[src/rtl/core/itoa_pkg.sv]
// ----------------------------------------------------------------------------
// Integer to ASCII converter package
// Shared types, character codes and the digit lookup for the converter.
// ----------------------------------------------------------------------------
package itoa_pkg;

  // Conversion modes carried in the input item.
  typedef enum logic [1:0] {
    MODE_SDEC = 2'd0,
    MODE_UDEC = 2'd1,
    MODE_HEXL = 2'd2,
    MODE_HEXU = 2'd3
  } mode_t;

  // Sequencer states.
  typedef enum logic [2:0] {
    ST_IDLE,
    ST_LOAD,
    ST_STEP,
    ST_SIGN,
    ST_EMIT
  } state_t;

  localparam int unsigned ValueW    = 32;
  localparam int unsigned CharW     = 7;
  localparam int unsigned DigitW    = 4;
  localparam int unsigned MaxDigits = 10;
  localparam int unsigned DigitIdxW = $clog2(MaxDigits);
  localparam int unsigned CountW    = $clog2(MaxDigits + 1);

  // Reciprocal of ten: q = (v * Recip10) >> RecipShift is exact for 32-bit v.
  localparam logic [ValueW-1:0] Recip10    = 32'hCCCC_CCCD;
  localparam int unsigned       RecipShift = 35;
  localparam int unsigned       ProdW      = 2 * ValueW;

  localparam logic [CharW-1:0] CharZero  = 7'h30;
  localparam logic [CharW-1:0] CharMinus = 7'h2D;
  localparam logic [CharW-1:0] CharLowA  = 7'h61;
  localparam logic [CharW-1:0] CharUpA   = 7'h41;
  localparam logic [DigitW-1:0] DigitTen = 4'd10;

  // Control of the shared divide-by-base unit.
  typedef struct packed {
    logic load;
    logic hex;
  } div_ctl_t;

  // One write into the digit stack.
  typedef struct packed {
    logic                 en;
    logic [DigitIdxW-1:0] idx;
    logic [DigitW-1:0]    digit;
  } push_t;

  // Map a digit value to its ASCII code in the chosen letter case.
  function automatic logic [CharW-1:0] digit_char(input logic [DigitW-1:0] d,
                                                  input logic upper);
    logic [CharW-1:0] d_ext;
    logic [CharW-1:0] ofs;
    d_ext = {{(CharW - DigitW){1'b0}}, d};
    ofs   = {{(CharW - DigitW){1'b0}}, d - DigitTen};
    if (d < DigitTen) begin
      digit_char = CharZero + d_ext;
    end else if (upper) begin
      digit_char = CharUpA + ofs;
    end else begin
      digit_char = CharLowA + ofs;
    end
  endfunction

endpackage

[src/rtl/core/itoa_in_if.sv]
// ----------------------------------------------------------------------------
// Converter input channel
// Valid/ready channel carrying one value and its conversion mode per item.
// ----------------------------------------------------------------------------
interface itoa_in_if;
  logic        valid;
  logic        ready;
  logic [31:0] value;
  logic [1:0]  mode;

  modport source (output valid, output value, output mode, input ready);
  modport sink (input valid, input value, input mode, output ready);
endinterface

[src/rtl/core/itoa_out_if.sv]
// ----------------------------------------------------------------------------
// Converter output channel
// Valid/ready channel carrying one ASCII character and its last flag per item.
// ----------------------------------------------------------------------------
interface itoa_out_if;
  logic       valid;
  logic       ready;
  logic [6:0] character;
  logic       last;

  modport source (output valid, output character, output last, input ready);
  modport sink (input valid, input character, input last, output ready);
endinterface

[src/rtl/core/itoa_div_unit.sv]
// ----------------------------------------------------------------------------
// Shared divide-by-base unit
// Registers an operand with its product by the reciprocal of ten and returns
// the quotient and the low digit for base ten or base sixteen.
// ----------------------------------------------------------------------------
module itoa_div_unit (
  input  logic                           clk,
  input  itoa_pkg::div_ctl_t             ctl,
  input  logic [itoa_pkg::ValueW-1:0]    operand,
  output logic [itoa_pkg::ValueW-1:0]    quot,
  output logic [itoa_pkg::DigitW-1:0]    digit
);
  import itoa_pkg::*;

  logic [ValueW-1:0] opnd_r;
  logic [ValueW-1:0] opnd_nxt;
  logic [ProdW-1:0]  prod_r;
  logic [ProdW-1:0]  prod_nxt;
  logic              hex_r;
  logic              hex_nxt;
  logic [ValueW-1:0] dec_q;
  logic [ValueW-1:0] dec_q10;
  logic [ValueW-1:0] dec_rem;

  // Load the operand and its reciprocal product together.
  always_comb begin
    opnd_nxt = opnd_r;
    prod_nxt = prod_r;
    hex_nxt  = hex_r;
    if (ctl.load) begin
      opnd_nxt = operand;
      prod_nxt = operand * Recip10;
      hex_nxt  = ctl.hex;
    end
  end

  always_ff @(posedge clk) begin
    opnd_r <= opnd_nxt;
    prod_r <= prod_nxt;
    hex_r  <= hex_nxt;
  end

  // Decimal quotient from the product; remainder by shift-add back-multiply.
  assign dec_q   = {{RecipShift - ValueW{1'b0}}, prod_r[ProdW-1:RecipShift]};
  assign dec_q10 = {dec_q[ValueW-4:0], 3'b000} + {dec_q[ValueW-2:0], 1'b0};
  assign dec_rem = opnd_r - dec_q10;

  // Hex is a plain shift by one nibble.
  always_comb begin
    if (hex_r) begin
      quot  = {4'b0000, opnd_r[ValueW-1:DigitW]};
      digit = opnd_r[DigitW-1:0];
    end else begin
      quot  = dec_q;
      digit = dec_rem[DigitW-1:0];
    end
  end

endmodule

[src/rtl/core/itoa_digit_stack.sv]
// ----------------------------------------------------------------------------
// Digit stack
// Holds the digits of one value, written least significant first and read
// back in reverse order for output.
// ----------------------------------------------------------------------------
module itoa_digit_stack (
  input  logic                              clk,
  input  itoa_pkg::push_t                   push,
  input  logic [itoa_pkg::DigitIdxW-1:0]    rd_idx,
  output logic [itoa_pkg::DigitW-1:0]       rd_digit
);
  import itoa_pkg::*;

  logic [DigitW-1:0] mem_r [MaxDigits];

  // Write one digit per step of the divider.
  always_ff @(posedge clk) begin
    if (push.en) begin
      mem_r[push.idx] <= push.digit;
    end
  end

  assign rd_digit = mem_r[rd_idx];

endmodule

[src/rtl/core/integer_to_ascii_converter.sv]
// ----------------------------------------------------------------------------
// Integer to ASCII converter
// Turns a 32-bit value into its decimal or hexadecimal text, one character
// per output item, most significant character first.
// ----------------------------------------------------------------------------
// An item is taken only while the block is idle. After acceptance the
// magnitude is registered and, in the load state, handed to a shared unit
// that multiplies by the reciprocal of ten (or shifts by a nibble for hex);
// each following cycle yields one digit into a small stack.
// The text is then sent one character per cycle while out_ch.ready is high:
// a minus sign first for negative values in signed mode, then the digits.
// The final character of each value has last set.
module integer_to_ascii_converter (
  input  logic        clk,
  input  logic        rst_n,
  itoa_in_if.sink     in_ch,
  itoa_out_if.source  out_ch
);
  import itoa_pkg::*;

  state_t                state_r;
  state_t                state_nxt;
  logic [ValueW-1:0]     mag_r;
  logic [ValueW-1:0]     mag_nxt;
  logic                  neg_r;
  logic                  neg_nxt;
  logic                  hex_r;
  logic                  hex_nxt;
  logic                  upper_r;
  logic                  upper_nxt;
  logic [CountW-1:0]     nd_r;
  logic [CountW-1:0]     nd_nxt;
  logic [DigitIdxW-1:0]  ptr_r;
  logic [DigitIdxW-1:0]  ptr_nxt;

  logic                  in_fire;
  logic                  out_fire;
  logic                  in_neg;
  div_ctl_t              div_ctl;
  logic [ValueW-1:0]     div_operand;
  logic [ValueW-1:0]     quot;
  logic [DigitW-1:0]     digit;
  logic                  quot_zero;
  push_t                 push;
  logic [DigitW-1:0]     rd_digit;

  assign in_fire   = in_ch.valid && in_ch.ready;
  assign out_fire  = out_ch.valid && out_ch.ready;
  assign in_neg    = (in_ch.mode == MODE_SDEC) && in_ch.value[ValueW-1];
  assign quot_zero = (quot == '0);

  // Shared divider and digit store.
  itoa_div_unit u_div (
    .clk     (clk),
    .ctl     (div_ctl),
    .operand (div_operand),
    .quot    (quot),
    .digit   (digit)
  );

  itoa_digit_stack u_stack (
    .clk      (clk),
    .push     (push),
    .rd_idx   (ptr_r),
    .rd_digit (rd_digit)
  );

  // Next state.
  always_comb begin
    state_nxt = state_r;
    unique case (state_r)
      ST_IDLE: begin
        if (in_fire) begin
          state_nxt = ST_LOAD;
        end
      end
      ST_LOAD: begin
        state_nxt = ST_STEP;
      end
      ST_STEP: begin
        if (quot_zero) begin
          state_nxt = neg_r ? ST_SIGN : ST_EMIT;
        end
      end
      ST_SIGN: begin
        if (out_fire) begin
          state_nxt = ST_EMIT;
        end
      end
      ST_EMIT: begin
        if (out_fire && (ptr_r == '0)) begin
          state_nxt = ST_IDLE;
        end
      end
      default: begin
        state_nxt = ST_IDLE;
      end
    endcase
  end

  // Outputs of the sequencer.
  always_comb begin
    in_ch.ready      = 1'b0;
    out_ch.valid     = 1'b0;
    out_ch.character = CharMinus;
    out_ch.last      = 1'b0;
    div_ctl.load     = 1'b0;
    div_ctl.hex      = hex_r;
    div_operand      = quot;
    push.en          = 1'b0;
    push.idx         = nd_r[DigitIdxW-1:0];
    push.digit       = digit;
    unique case (state_r)
      ST_IDLE: begin
        in_ch.ready = 1'b1;
      end
      ST_LOAD: begin
        div_ctl.load = 1'b1;
        div_operand  = mag_r;
      end
      ST_STEP: begin
        push.en      = 1'b1;
        div_ctl.load = !quot_zero;
      end
      ST_SIGN: begin
        out_ch.valid = 1'b1;
      end
      ST_EMIT: begin
        out_ch.valid     = 1'b1;
        out_ch.character = digit_char(rd_digit, upper_r);
        out_ch.last      = (ptr_r == '0);
      end
      default: begin
        in_ch.ready = 1'b0;
      end
    endcase
  end

  // Datapath and counters.
  always_comb begin
    mag_nxt   = mag_r;
    neg_nxt   = neg_r;
    hex_nxt   = hex_r;
    upper_nxt = upper_r;
    nd_nxt    = nd_r;
    ptr_nxt   = ptr_r;
    if (in_fire) begin
      mag_nxt   = in_neg ? (32'd0 - in_ch.value) : in_ch.value;
      neg_nxt   = in_neg;
      hex_nxt   = in_ch.mode[1];
      upper_nxt = (in_ch.mode == MODE_HEXU);
      nd_nxt    = '0;
    end
    if (state_r == ST_STEP) begin
      nd_nxt = nd_r + 1'b1;
      if (quot_zero) begin
        ptr_nxt = nd_r[DigitIdxW-1:0];
      end
    end
    if ((state_r == ST_EMIT) && out_fire && (ptr_r != '0)) begin
      ptr_nxt = ptr_r - 1'b1;
    end
  end

  always_ff @(posedge clk) begin
    if (!rst_n) begin
      state_r <= ST_IDLE;
      nd_r    <= '0;
      ptr_r   <= '0;
      neg_r   <= 1'b0;
    end else begin
      state_r <= state_nxt;
      nd_r    <= nd_nxt;
      ptr_r   <= ptr_nxt;
      neg_r   <= neg_nxt;
    end
  end

  always_ff @(posedge clk) begin
    mag_r   <= mag_nxt;
    hex_r   <= hex_nxt;
    upper_r <= upper_nxt;
  end

  // The block never offers a character while it can take a new value.
  a_no_overlap: assert property (@(posedge clk) disable iff (!rst_n)
    !(in_ch.ready && out_ch.valid))
    else $error("input ready while a character is offered");

  // An accepted value always starts the divider on the next cycle.
  a_load_after_accept: assert property (@(posedge clk) disable iff (!rst_n)
    in_fire |=> (state_r == ST_LOAD))
    else $error("divider not loaded after an accepted value");

  // The final character of a value is a digit, never the sign.
  a_last_is_digit: assert property (@(posedge clk) disable iff (!rst_n)
    (out_ch.valid && out_ch.last) |-> (out_ch.character != CharMinus))
    else $error("last flag on a minus sign");

  // The digit count never runs past the stack depth.
  a_count_bound: assert property (@(posedge clk) disable iff (!rst_n)
    (state_r == ST_STEP) |-> (nd_r < CountW'(MaxDigits)))
    else $error("digit stack overflow");

endmodule

[src/flat_wrapper.sv]
// flat-port wrapper written by rule: the top's interface ports become plain ports
module integer_to_ascii_converter_flat import itoa_pkg::*;
  (clk, rst_n, in_ch_valid, in_ch_value, in_ch_mode, in_ch_ready, out_ch_valid, out_ch_character, out_ch_last, out_ch_ready);
  itoa_in_if in_ch_i ();
  itoa_out_if out_ch_i ();
  input  logic clk;
  input  logic rst_n;
  input wire logic [$bits(in_ch_i.valid)-1:0] in_ch_valid;
  input wire logic [$bits(in_ch_i.value)-1:0] in_ch_value;
  input wire logic [$bits(in_ch_i.mode)-1:0] in_ch_mode;
  output wire logic [$bits(in_ch_i.ready)-1:0] in_ch_ready;
  output wire logic [$bits(out_ch_i.valid)-1:0] out_ch_valid;
  output wire logic [$bits(out_ch_i.character)-1:0] out_ch_character;
  output wire logic [$bits(out_ch_i.last)-1:0] out_ch_last;
  input wire logic [$bits(out_ch_i.ready)-1:0] out_ch_ready;
  assign in_ch_i.valid = in_ch_valid;
  assign in_ch_i.value = in_ch_value;
  assign in_ch_i.mode = in_ch_mode;
  assign in_ch_ready = in_ch_i.ready;
  assign out_ch_valid = out_ch_i.valid;
  assign out_ch_character = out_ch_i.character;
  assign out_ch_last = out_ch_i.last;
  assign out_ch_i.ready = out_ch_ready;
  integer_to_ascii_converter u_core (.clk(clk), .rst_n(rst_n), .in_ch(in_ch_i), .out_ch(out_ch_i));
endmodule
[config.mk]
export PLATFORM = sky130hd
export DESIGN_NAME = integer_to_ascii_converter_flat
export DESIGN_NICKNAME = d
export VERILOG_FILES = /design/src/rtl/core/itoa_pkg.sv /design/src/rtl/core/itoa_in_if.sv /design/src/rtl/core/itoa_out_if.sv /design/src/rtl/core/itoa_div_unit.sv /design/src/rtl/core/itoa_digit_stack.sv /design/src/rtl/core/integer_to_ascii_converter.sv /design/src/flat_wrapper.sv
export SDC_FILE = /design/constraint.sdc
export NUM_CORES = 1
export LEC_CHECK = 0
export ABC_AREA = 1
export BUFFER_PORTS_ARGS = -buffer_cell sky130_fd_sc_hd__buf_2
export CAP_MARGIN = 20
export CELL_PAD_IN_SITES_DETAIL_PLACEMENT = 1
export CELL_PAD_IN_SITES_GLOBAL_PLACEMENT = 1
export CORE_MARGIN = 4
export CORE_UTILIZATION = 40
export DETAILED_ROUTE_END_ITERATION = 8
export GPL_TIMING_DRIVEN = 0
export PLACE_DENSITY = 0.77
export REMOVE_ABC_BUFFERS = 1
export SLEW_MARGIN = 20
export SYNTH_ARGS = -nofsm -noshare
export SYNTH_HDL_FRONTEND = slang
export SYNTH_SLANG_ARGS = --single-unit
[constraint.sdc]
create_clock -name clk -period 10.1 [get_ports clk]
set_input_delay 2.02 -clock clk [delete_from_list [all_inputs] [get_ports clk]]
set_output_delay 2.02 -clock clk [all_outputs]
set_load 0.01 [all_outputs]
# Yosys cells after proc, flatten, opt, wreduce, memory -nomap -nowiden
# Memory sizes are Yosys's and may differ from the RTL's. A register that Yosys moved wholly into a read port is not among the register bits.
# Cells that the tools add are included.
# W data, S select, Z words.
[totals]
output_inout_bits = 10
wordCells = 76
n_memories = 1
ramBits = 40
reg_bits = 143
in_bits = 38
[memory_table]
columns = ["name", "words", "word_bits", "read_ports", "rd_clocked_by_memory_dff", "write_ports", "line", "source"]
rows = [
  ["u_core.u_stack.mem_r", 10, 4, 1, 1, 1, "itoa_digit_stack.sv:14", "logic [DigitW-1:0] mem_r [MaxDigits];"],
]
[classes]
mul = 1
muxes = 27
n_reduce_logical = 18
addsub = 9
n_eq_ne = 9
order_cmp = 1
[op_table]
columns = ["cell", "count"]
rows = [
  ["$mul A32 B32 Y64 const B", 1],
  ["$mux W32", 2],
  ["$logic_not A32 Y1", 1],
  ["$mux W4", 8],
  ["$sub A1 B32 Y32 const A", 1],
  ["$mux W29", 1],
  ["$mux W7", 3],
  ["$mux W3", 5],
  ["$pmux W3 S5", 1],
  ["$ne A2 B1 Y1 const B", 4],
  ["$add A6 B4 Y7 const A", 1],
  ["$add A6 B5 Y7 const A", 1],
  ["$add A7 B4 Y7 const A", 1],
  ["$eq A3 B2 Y1 const B", 2],
  ["$logic_and A1 B1 Y1", 6],
  ["$mux W1", 6],
  ["$reduce_bool A2 Y1", 3],
  ["$add A4 B1 Y4 const B", 1],
  ["$add A4 B4 Y4", 1],
  ["$logic_not A4 Y1", 1],
  ["$lt A4 B4 Y1 const B", 1],
  ["$reduce_and A4 Y1", 1],
  ["$reduce_bool A4 Y1", 1],
  ["$sub A4 B1 Y4 const B", 1],
  ["11 further kinds", 11],
]

# Longest topological paths before layout
# Gate-level depths: netlist of the first run.
[logic_depth]
ltp_word = 10
mapped_depth = 36
ltp_nobuf = 35

# Cells and area by module
# A second synthesis of the first run with hierarchy kept.
[unflattened]
hier_cells = 3133
area_unflattened_um2 = 26096.3
[modules_own_cells]
columns = ["module", "cells_per_inst", "seq_area_each_um2", "instances", "area_each_um2"]
rows = [
  ["itoa_div_unit", 2478, 1861.8, 1, 21043.9],
  ["integer_to_ascii_converter", 481, 1261.2, 1, 3291.9],
  ["itoa_digit_stack", 174, 1201.2, 1, 1760.4],
]

# Least setup slack after synthesis of the first run
# No wires, ideal clock.
[synth_path]
path_type = "reg-to-reg"
from = "register u_core.state_r[1]"
to = "register u_core.u_div.prod_r[58] (data pin)"
stages_incl_launch_ff = 32
arrival_ns = 7.095
path_buffers = 3
setup_ns = 0.259
setup_slack_ns = 2.746
synth_period_minus_slack_ns = 7.354
required_ns = 9.841
path_cell_list = "dfxtp_1 -> nor2_4 -> nand2_4 -> buf_4 -> buf_4 -> inv_1 -> buf_2 -> o21ai_0 -> ha_1 -> inv_1 -> fa_1 -> inv_1 -> fa_1 -> inv_1 -> fa_1 -> inv_1 -> fa_1 -> fa_1 -> fa_1 -> inv_1 -> fa_1 -> inv_1 -> ha_1 -> a21oi_1 -> o21ai_0 -> a21oi_1 -> nand2_1 -> a21oi_1 -> nor2_1 -> nor2_1 -> nand2_1 -> xor2_1"
[synth_via]
elab_chain_cells = 3
[synth_lines]
columns = ["element", "line", "source"]
rows = [
  ["from (decl)", "integer_to_ascii_converter.sv:21", "state_t state_r;"],
  ["from (signal assigned)", "integer_to_ascii_converter.sv:172", "state_r <= state_nxt;"],
  ["$eq A3 B1 Y1", "integer_to_ascii_converter.sv:113", "unique case (state_r)"],
  ["$mux W32", "integer_to_ascii_converter.sv:113", ""],
  ["named net u_core.div_operand[17]", "integer_to_ascii_converter.sv:40", "logic [ValueW-1:0] div_operand;"],
  ["$mul A32 B32 Y64", "itoa_div_unit.sv:32", "prod_nxt = operand * Recip10;"],
  ["to (signal assigned)", "itoa_div_unit.sv:39", "prod_r <= prod_nxt;"],
  ["to (decl)", "itoa_div_unit.sv:17", "logic [ProdW-1:0] prod_r;"],
]
# The timed path passes the listed nets, and every way through them passes these cells.
# A chain may end at the register's enable or synchronous reset.

# Worst setup path in the final report of the first run
[layout_path]
from = "register u_core.u_div.hex_r"
to = "register u_core.u_div.prod_r[54] (data pin)"
[layout_via]
elab_chain_cells = 3
[layout_lines]
columns = ["element", "line", "source"]
rows = [
  ["from (decl)", "itoa_div_unit.sv:19", "logic hex_r;"],
  ["from (signal assigned)", "itoa_div_unit.sv:40", "hex_r <= hex_nxt;"],
  ["$mux W29", "itoa_div_unit.sv:50", "if (hex_r) begin"],
  ["$mux W32", "integer_to_ascii_converter.sv:113", ""],
  ["$mul A32 B32 Y64", "itoa_div_unit.sv:32", ""],
]
# Every way passes these cells.

==> impl_metrics.ini, run 1 <==
[status]
status = completed

[global_routing]
track_usage = 0.262
grt.overflow.total = 0
grt_pass1_vias = 21545
antenna_found_initial = 4
grt_max_degree = 56
grt_pass1_wl_um = 132000

[placed_design]
dpl_cell_area_um2 = 26800
portBuffers = 47
placedCellCount = 3739
gp_congestion = 1.04
dp_hpwl_um = 76800

[synth]
async_flop_share = 0
synthTopCellsByArea = fa_1 30%, ha_1 17%, edfxtp_1 16%
yosysTopAreaCellShare = 0.303
synth_edf_count = 136
synth_compound_area_frac = 0.0739
yosys.area_share.simple = 0.120
synthXorXnorAreaFrac = 0.0353
synthCells = 2866
synth.distinct_cells = 55
yosysSeqAreaShare = 0.173
netlist_area_um2 = 25500
yosys-top-cells-count = 774 x inv_1, 386 x fa_1, 362 x nand2_1, 352 x ha_1, 233 x nor2_1
avgSynthCellArea_um2 = 8.91
yosysWarningCount = 0
synth_top_family_by_area = adder cells
synth_fa_ha_area_frac = 0.475
synth_area_leader_cell = fa_1
synth-seq-cells = 152
synthFlopType = edfxtp_1
synth_mux_area_frac = 0.00235
synth.most_common_cell = inv_1

[hold_path]
hold_path.class = flip-flop to flip-flop

[worst_setup_path]
critPathCaptureType = flip-flop
cpPeakStageDelay_ns = 0.89
cp_slowest_cell = xnor2_1
crit_chain = buf_8 -> inv_2 -> nand2_1 -> a31oi_1 -> ha_1 -> xnor2_1 -> o21ai_0 -> fa_1 -> fa_1 -> fa_1 -> fa_1 -> fa_1 -> ha_1 -> ha_1 -> a21oi_1 -> o21ai_0 -> a21oi_1 -> o21ai_0 -> a21oi_1 -> inv_1 -> nand2_1 -> nand2_1 -> nand2_1 -> nand2_1
critPathLaunchType = flip-flop
required_ns = 10.29
worst-path-max-fanout = 25
critPathArrivalTime_ns = 9.82
cp_top_family = adder cells
rrSetupSlack_ns = 0.47
critPathKind = flip-flop to flip-flop
path_buf_inv = 3

[sta]
rsz0062_at_grt = no
fin_skew_ns = 0.0110
slew_violations = 0
fmax_mhz = 104
tightestPinTransition_ns = 1.15
post-route-min-period_ns = 9.63
setup_viol = 0
slew_headroom = 0.232
hold_viol_final = 0
fin_hold_ws_ns = 0.445
fin_crit_sh = 0.954

[floorplanning]
core_um2 = 63100
rows = 92
floorplan.initialDensity = 0.405
dieHeight_um = 261
dieWidth_um = 261
io_pins = 48
dieArea_um2 = 67900

[clocking]
clk_pin_slew_ns = 0.08
post_cts_buffers = 0
cts_buffers = 17
worstSkewPairLatency_ns = 0.47
cts_tree = done
post_cts_resized = 0
postCtsHoldBufs = 0
cts_buffer_depth = 2
cts.sinks = 152
cts-root-buf = clkbuf_16
htree_levels = 4

[layout]
fill_cells = 7553
fin_util = 0.434
regArea_um2 = 4400
drive_gt1_frac = 0.0458
multi_input_area_um2 = 18100
fin_nets = 3689
design_area_um2 = 27400
area_growth_pct = 7.32
layout.cells.non_filler = 3774

[detailed_routing]
dr.pass1.iters = 6
drt_iter0_markers = 1284
via_per_inst = 5.26
drt_wl_total_um = 87600
drc_errors = 0
vias = 19849
antenna_left = 0
avgRoutedWirePerCell_um = 23.2

[flow_run]
cap_violations = 0
metal layers:
| metal | up-vias | wire length (um) | GRT usage | part of all wire |
|---|---|---|---|---|
| li1 | 8958 | - | - | - |
| met1 | 10062 | 34900 | 0.327 | 0.40 |
| met2 | 620 | 41900 | 0.440 | 0.48 |
| met3 | 207 | 6180 | 0.0555 | 0.071 |
| met4 | 2 | 4530 | 0.116 | 0.052 |
| met5 | - | 13 | 0 | 0.00015 |
cells by family after synthesis:
| family | count (synthesis) |
|---|---|
| buf+inv | 805 |
| simple gates | 739 |
| fa+ha+maj | 738 |
| compound gates | 323 |
| flops | 152 |
| xor+xnor | 103 |
| mux | 6 |
layout make-up:
| class | count | area share |
|---|---|---|
| Clock buffer | 17 | 0.0155 |
| Sequential cell | 152 | 0.161 |
| Inverter | 779 | 0.107 |
| Timing Repair Buffer | 54 | 0.0117 |
| Antenna cell | 2 | 0.000183 |
| Tap cell | 846 | 0.0386 |
| Multi-Input combinational cell | 1909 | 0.660 |
| Clock inverter | 15 | 0.00617 |
per-stage QoR:
| step | setup TNS [ns] | worst slack (ns) |
|---|---|---|
| 3_3_place_gp | -1.79 | -0.507 |
| 2_1_floorplan | 0 | 2.57 |
| 5_1_grt | 0 | 0.187 |
| 4_1_cts | 0 | 0.572 |
| 3_5_place_dp | 0 | 0.570 |
| 6_report | 0 | 0.465 |
layout by cell type (no fill, tap or decap), types with 49 or more instances in the layout:
cell type,netlist,routed
a21oi_1,102,102
edfxtp_1,136,136
fa_1,386,386
ha_1,352,352
inv_1,774,773
nand2_1,362,361
nor2_1,233,232
nor3_1,49,49
o21ai_0,108,100
xor2_1,72,72
path summary, 6_finish.rpt:
check                                                  start                                 to  cells past startpoint
worst max-delay path            u_core.u_div.hex_r$_DFFE_PP_  u_core.u_div.prod_r[54]$_DFFE_PP_                     24
worst max register to register  u_core.u_div.hex_r$_DFFE_PP_  u_core.u_div.prod_r[54]$_DFFE_PP_                     24
worst min-delay path                  u_core.hex_r$_DFFE_PP_       u_core.u_div.hex_r$_DFFE_PP_                      0
worst min register to register        u_core.hex_r$_DFFE_PP_       u_core.u_div.hex_r$_DFFE_PP_                      0
sequential cells by signal, summed over array words and instances (netlist names), named ones only:
register / count
u_core.u_stack.mem_r: 40
u_core.u_div.prod_r: 29
u_core.ptr_r: 4
u_core.state_r: 3
u_core.upper_r: 1
u_core.hex_r: 1
u_core.mag_r: 32
u_core.u_div.opnd_r: 32
u_core.neg_r: 1
u_core.u_div.hex_r: 1
u_core.nd_r: 4
worst reg2reg max path, delay by kind of cell, from the launching register on:
kind,cells,cell delay [ns]
AOI/OAI and AO/OA,7,2.68
adders and majority gates,8,3.82
xor gates and xnor gates,1,0.90
DFF,1,0.62
buffers and inverters,3,0.78
and+or+nand+nor,5,0.53
Power of run 1 is left out: the tool's default activity adds up to more than one toggle a clock period on the data nets, which glitch-free logic cannot reach.
==> run 2, diff against run 1 <==
--- a/config.mk
+++ b/config.mk
@@ -15,7 +15,6 @@
 export DETAILED_ROUTE_END_ITERATION = 8
 export GPL_TIMING_DRIVEN = 0
 export PLACE_DENSITY = 0.77
-export REMOVE_ABC_BUFFERS = 1
 export SLEW_MARGIN = 20
 export SYNTH_ARGS = -nofsm -noshare
 export SYNTH_HDL_FRONTEND = slang
==> constraint.sdc (replaced) <==
create_clock -name clk -period 10.1 [get_ports clk]
set_input_delay 1.515 -clock clk [delete_from_list [all_inputs] [get_ports clk]]
set_output_delay 1.515 -clock clk [all_outputs]
set_load 0.01 [all_outputs]
==> run 2 against run 1 <==
First-iteration DRC count is 1.5% higher. Sequential share of layout area hardly changed. Via count down 1.3%. Global-route usage decreased by 0.096 points. Clock-buffer cell count up 2. Critical path depth grew 8. Maximum frequency is essentially flat. Utilization up 0.13 points. Design area rose by 0.29%. Flip-flop and latch count unchanged. Highest routed layer is now met4.
==> impl_metrics.ini, run 2 (synthesized netlist as in run 1, its figures left out) <==
[placed_design]
portBuffers = 46
dpl_cell_area_um2 = 26900
gp_congestion = 1.01
placedCellCount = 3763
dp_hpwl_um = 76900

[layout]
largest_register = u_core.u_stack.mem_r
area_growth_pct = 7.63
layout.cells.non_filler = 3795
fill_cells = 7538
top_regs = u_core.u_stack.mem_r x40, u_core.mag_r x32, u_core.u_div.opnd_r x32
layout_common_cells = 773 x inv_1, 386 x fa_1, 361 x nand2_1
multi_input_area_um2 = 18100
design_area_um2 = 27500
n_antenna_cell = 0
fin_nets = 3712
largest_reg_flops = 40
final_common_cell = inv_1
regArea_um2 = 4400
drive_gt1_frac = 0.0498

[clocking]
cts_buffer_depth = 2
post_cts_resized = 0
cts_buffers = 17
clk_pin_slew_ns = 0.07
cts-root-buf = clkbuf_16
worstSkewPairLatency_ns = 0.46
cts.sinks = 152
htree_levels = 4
postCtsHoldBufs = 0
cts_tree = done
post_cts_buffers = 0

[sta]
fin_skew_ns = 0.0123
fin_crit_sh = 0.954
setup_tns_ns = 0
setup_viol = 0
rsz0062_at_grt = no
slew_violations = 0
post-route-min-period_ns = 9.63
slew_headroom = 0.218
hold_viol_final = 0
fmax_mhz = 104
tightestPinTransition_ns = 1.17

[worst_setup_path]
cp_top_family = adder cells
reg2reg_depth = 32
cpPeakStageDelay_ns = 0.85
worst-path-max-fanout = 10
cp_slowest_cell = a31oi_1
critPathKind = flip-flop to flip-flop
cp_num_cells = 32
required_ns = 10.29
critPathLaunchType = flip-flop
critPathCaptureType = flip-flop
critPathArrivalTime_ns = 9.82
path_buf_inv = 10

[global_routing]
grt_pass1_wl_um = 130000
grt.overflow.total = 0
grt_pass1_vias = 21499
grt_max_degree = 49
track_usage = 0.261
antenna_found_initial = 0

[hold_path]
min_path_cells = 0
hold_path.class = flip-flop to flip-flop

[detailed_routing]
drc_errors = 0
antenna_left = 0
vias = 19583
via_per_inst = 5.16
drt_iter0_markers = 1303
dr.pass1.iters = 5
avgRoutedWirePerCell_um = 22.9
drt_wl_total_um = 86800

[floorplanning]
dieArea_um2 = 67900
core_um2 = 63100
rows = 92
io_pins = 48
dieHeight_um = 261
dieWidth_um = 261
floorplan.initialDensity = 0.405

[synth]
synthesis.nets = 3642

[status]
status = completed

[flow_run]
cap_violations = 0
[run 2: changes by cell type in the layout (fill, tap and decap cells not counted), moves of 2 or more]
cell / previous run / this run
inv_4: 1 / 3
buf_6: 0 / 2
buf_2: 48 / 58
clkbuf_1: 0 / 7
clkinv_8: 3 / 0
buf_1: 0 / 2
clkinv_4: 2 / 4
diode_2: 2 / 0
buf_4: 3 / 6
inv_6: 4 / 2
[run 2: through the flow]
step                setup slack [ns]  utilization  hold WS (ns)
CTS                            0.568        0.435         0.424
global route                   0.110        0.436         0.425
finish                         0.470        0.436         0.426
floorplan                       2.75            -         0.400
detailed placement             0.616        0.426         0.406
global placement               0.400        0.425         0.413
[run 2: area by class of cell]
class / instances / share of cell area
multi-input cells: 1909 / 0.658
plain buffers: 26 / 0.00542
clock inverters: 13 / 0.00401
inverters: 779 / 0.106
flip-flops and latches: 152 / 0.160
clock buffers: 19 / 0.0167
well taps: 846 / 0.0385
repair buffers: 51 / 0.0104
[run 2: path summary, 6_finish.rpt]
path,endpoint,slack [ns],start
worst min register to register,u_core.u_div.hex_r$_DFFE_PP_,0.43,u_core.hex_r$_DFFE_PP_
worst max register to register,u_core.u_div.prod_r[54]$_DFFE_PP_,0.47,u_core.state_r[1]$_SDFFE_PN0P_
worst max-delay path,u_core.u_div.prod_r[54]$_DFFE_PP_,0.47,u_core.state_r[1]$_SDFFE_PN0P_
worst min-delay path,u_core.u_div.hex_r$_DFFE_PP_,0.43,u_core.hex_r$_DFFE_PP_
[run 2: layer usage]
metal,share of wire,global-route usage,up-vias
met5,0,0,-
met4,0.052,0.118,0
met3,0.068,0.0665,149
met2,0.47,0.433,533
met1,0.41,0.323,9884
li1,-,-,9017
[run 2: worst register-to-register path, delay by kind of cell (launching register included)]
family | cells | cell delay (ns)
adder cells (fa/ha/maj) | 9 | 4.50
AO/OA/AOI/OAI | 6 | 2.38
buffers and inverters | 10 | 1.45
AND/OR/NAND/NOR | 7 | 0.59
flip-flops | 1 | 0.44
Power of run 2 is left out for the same reason.
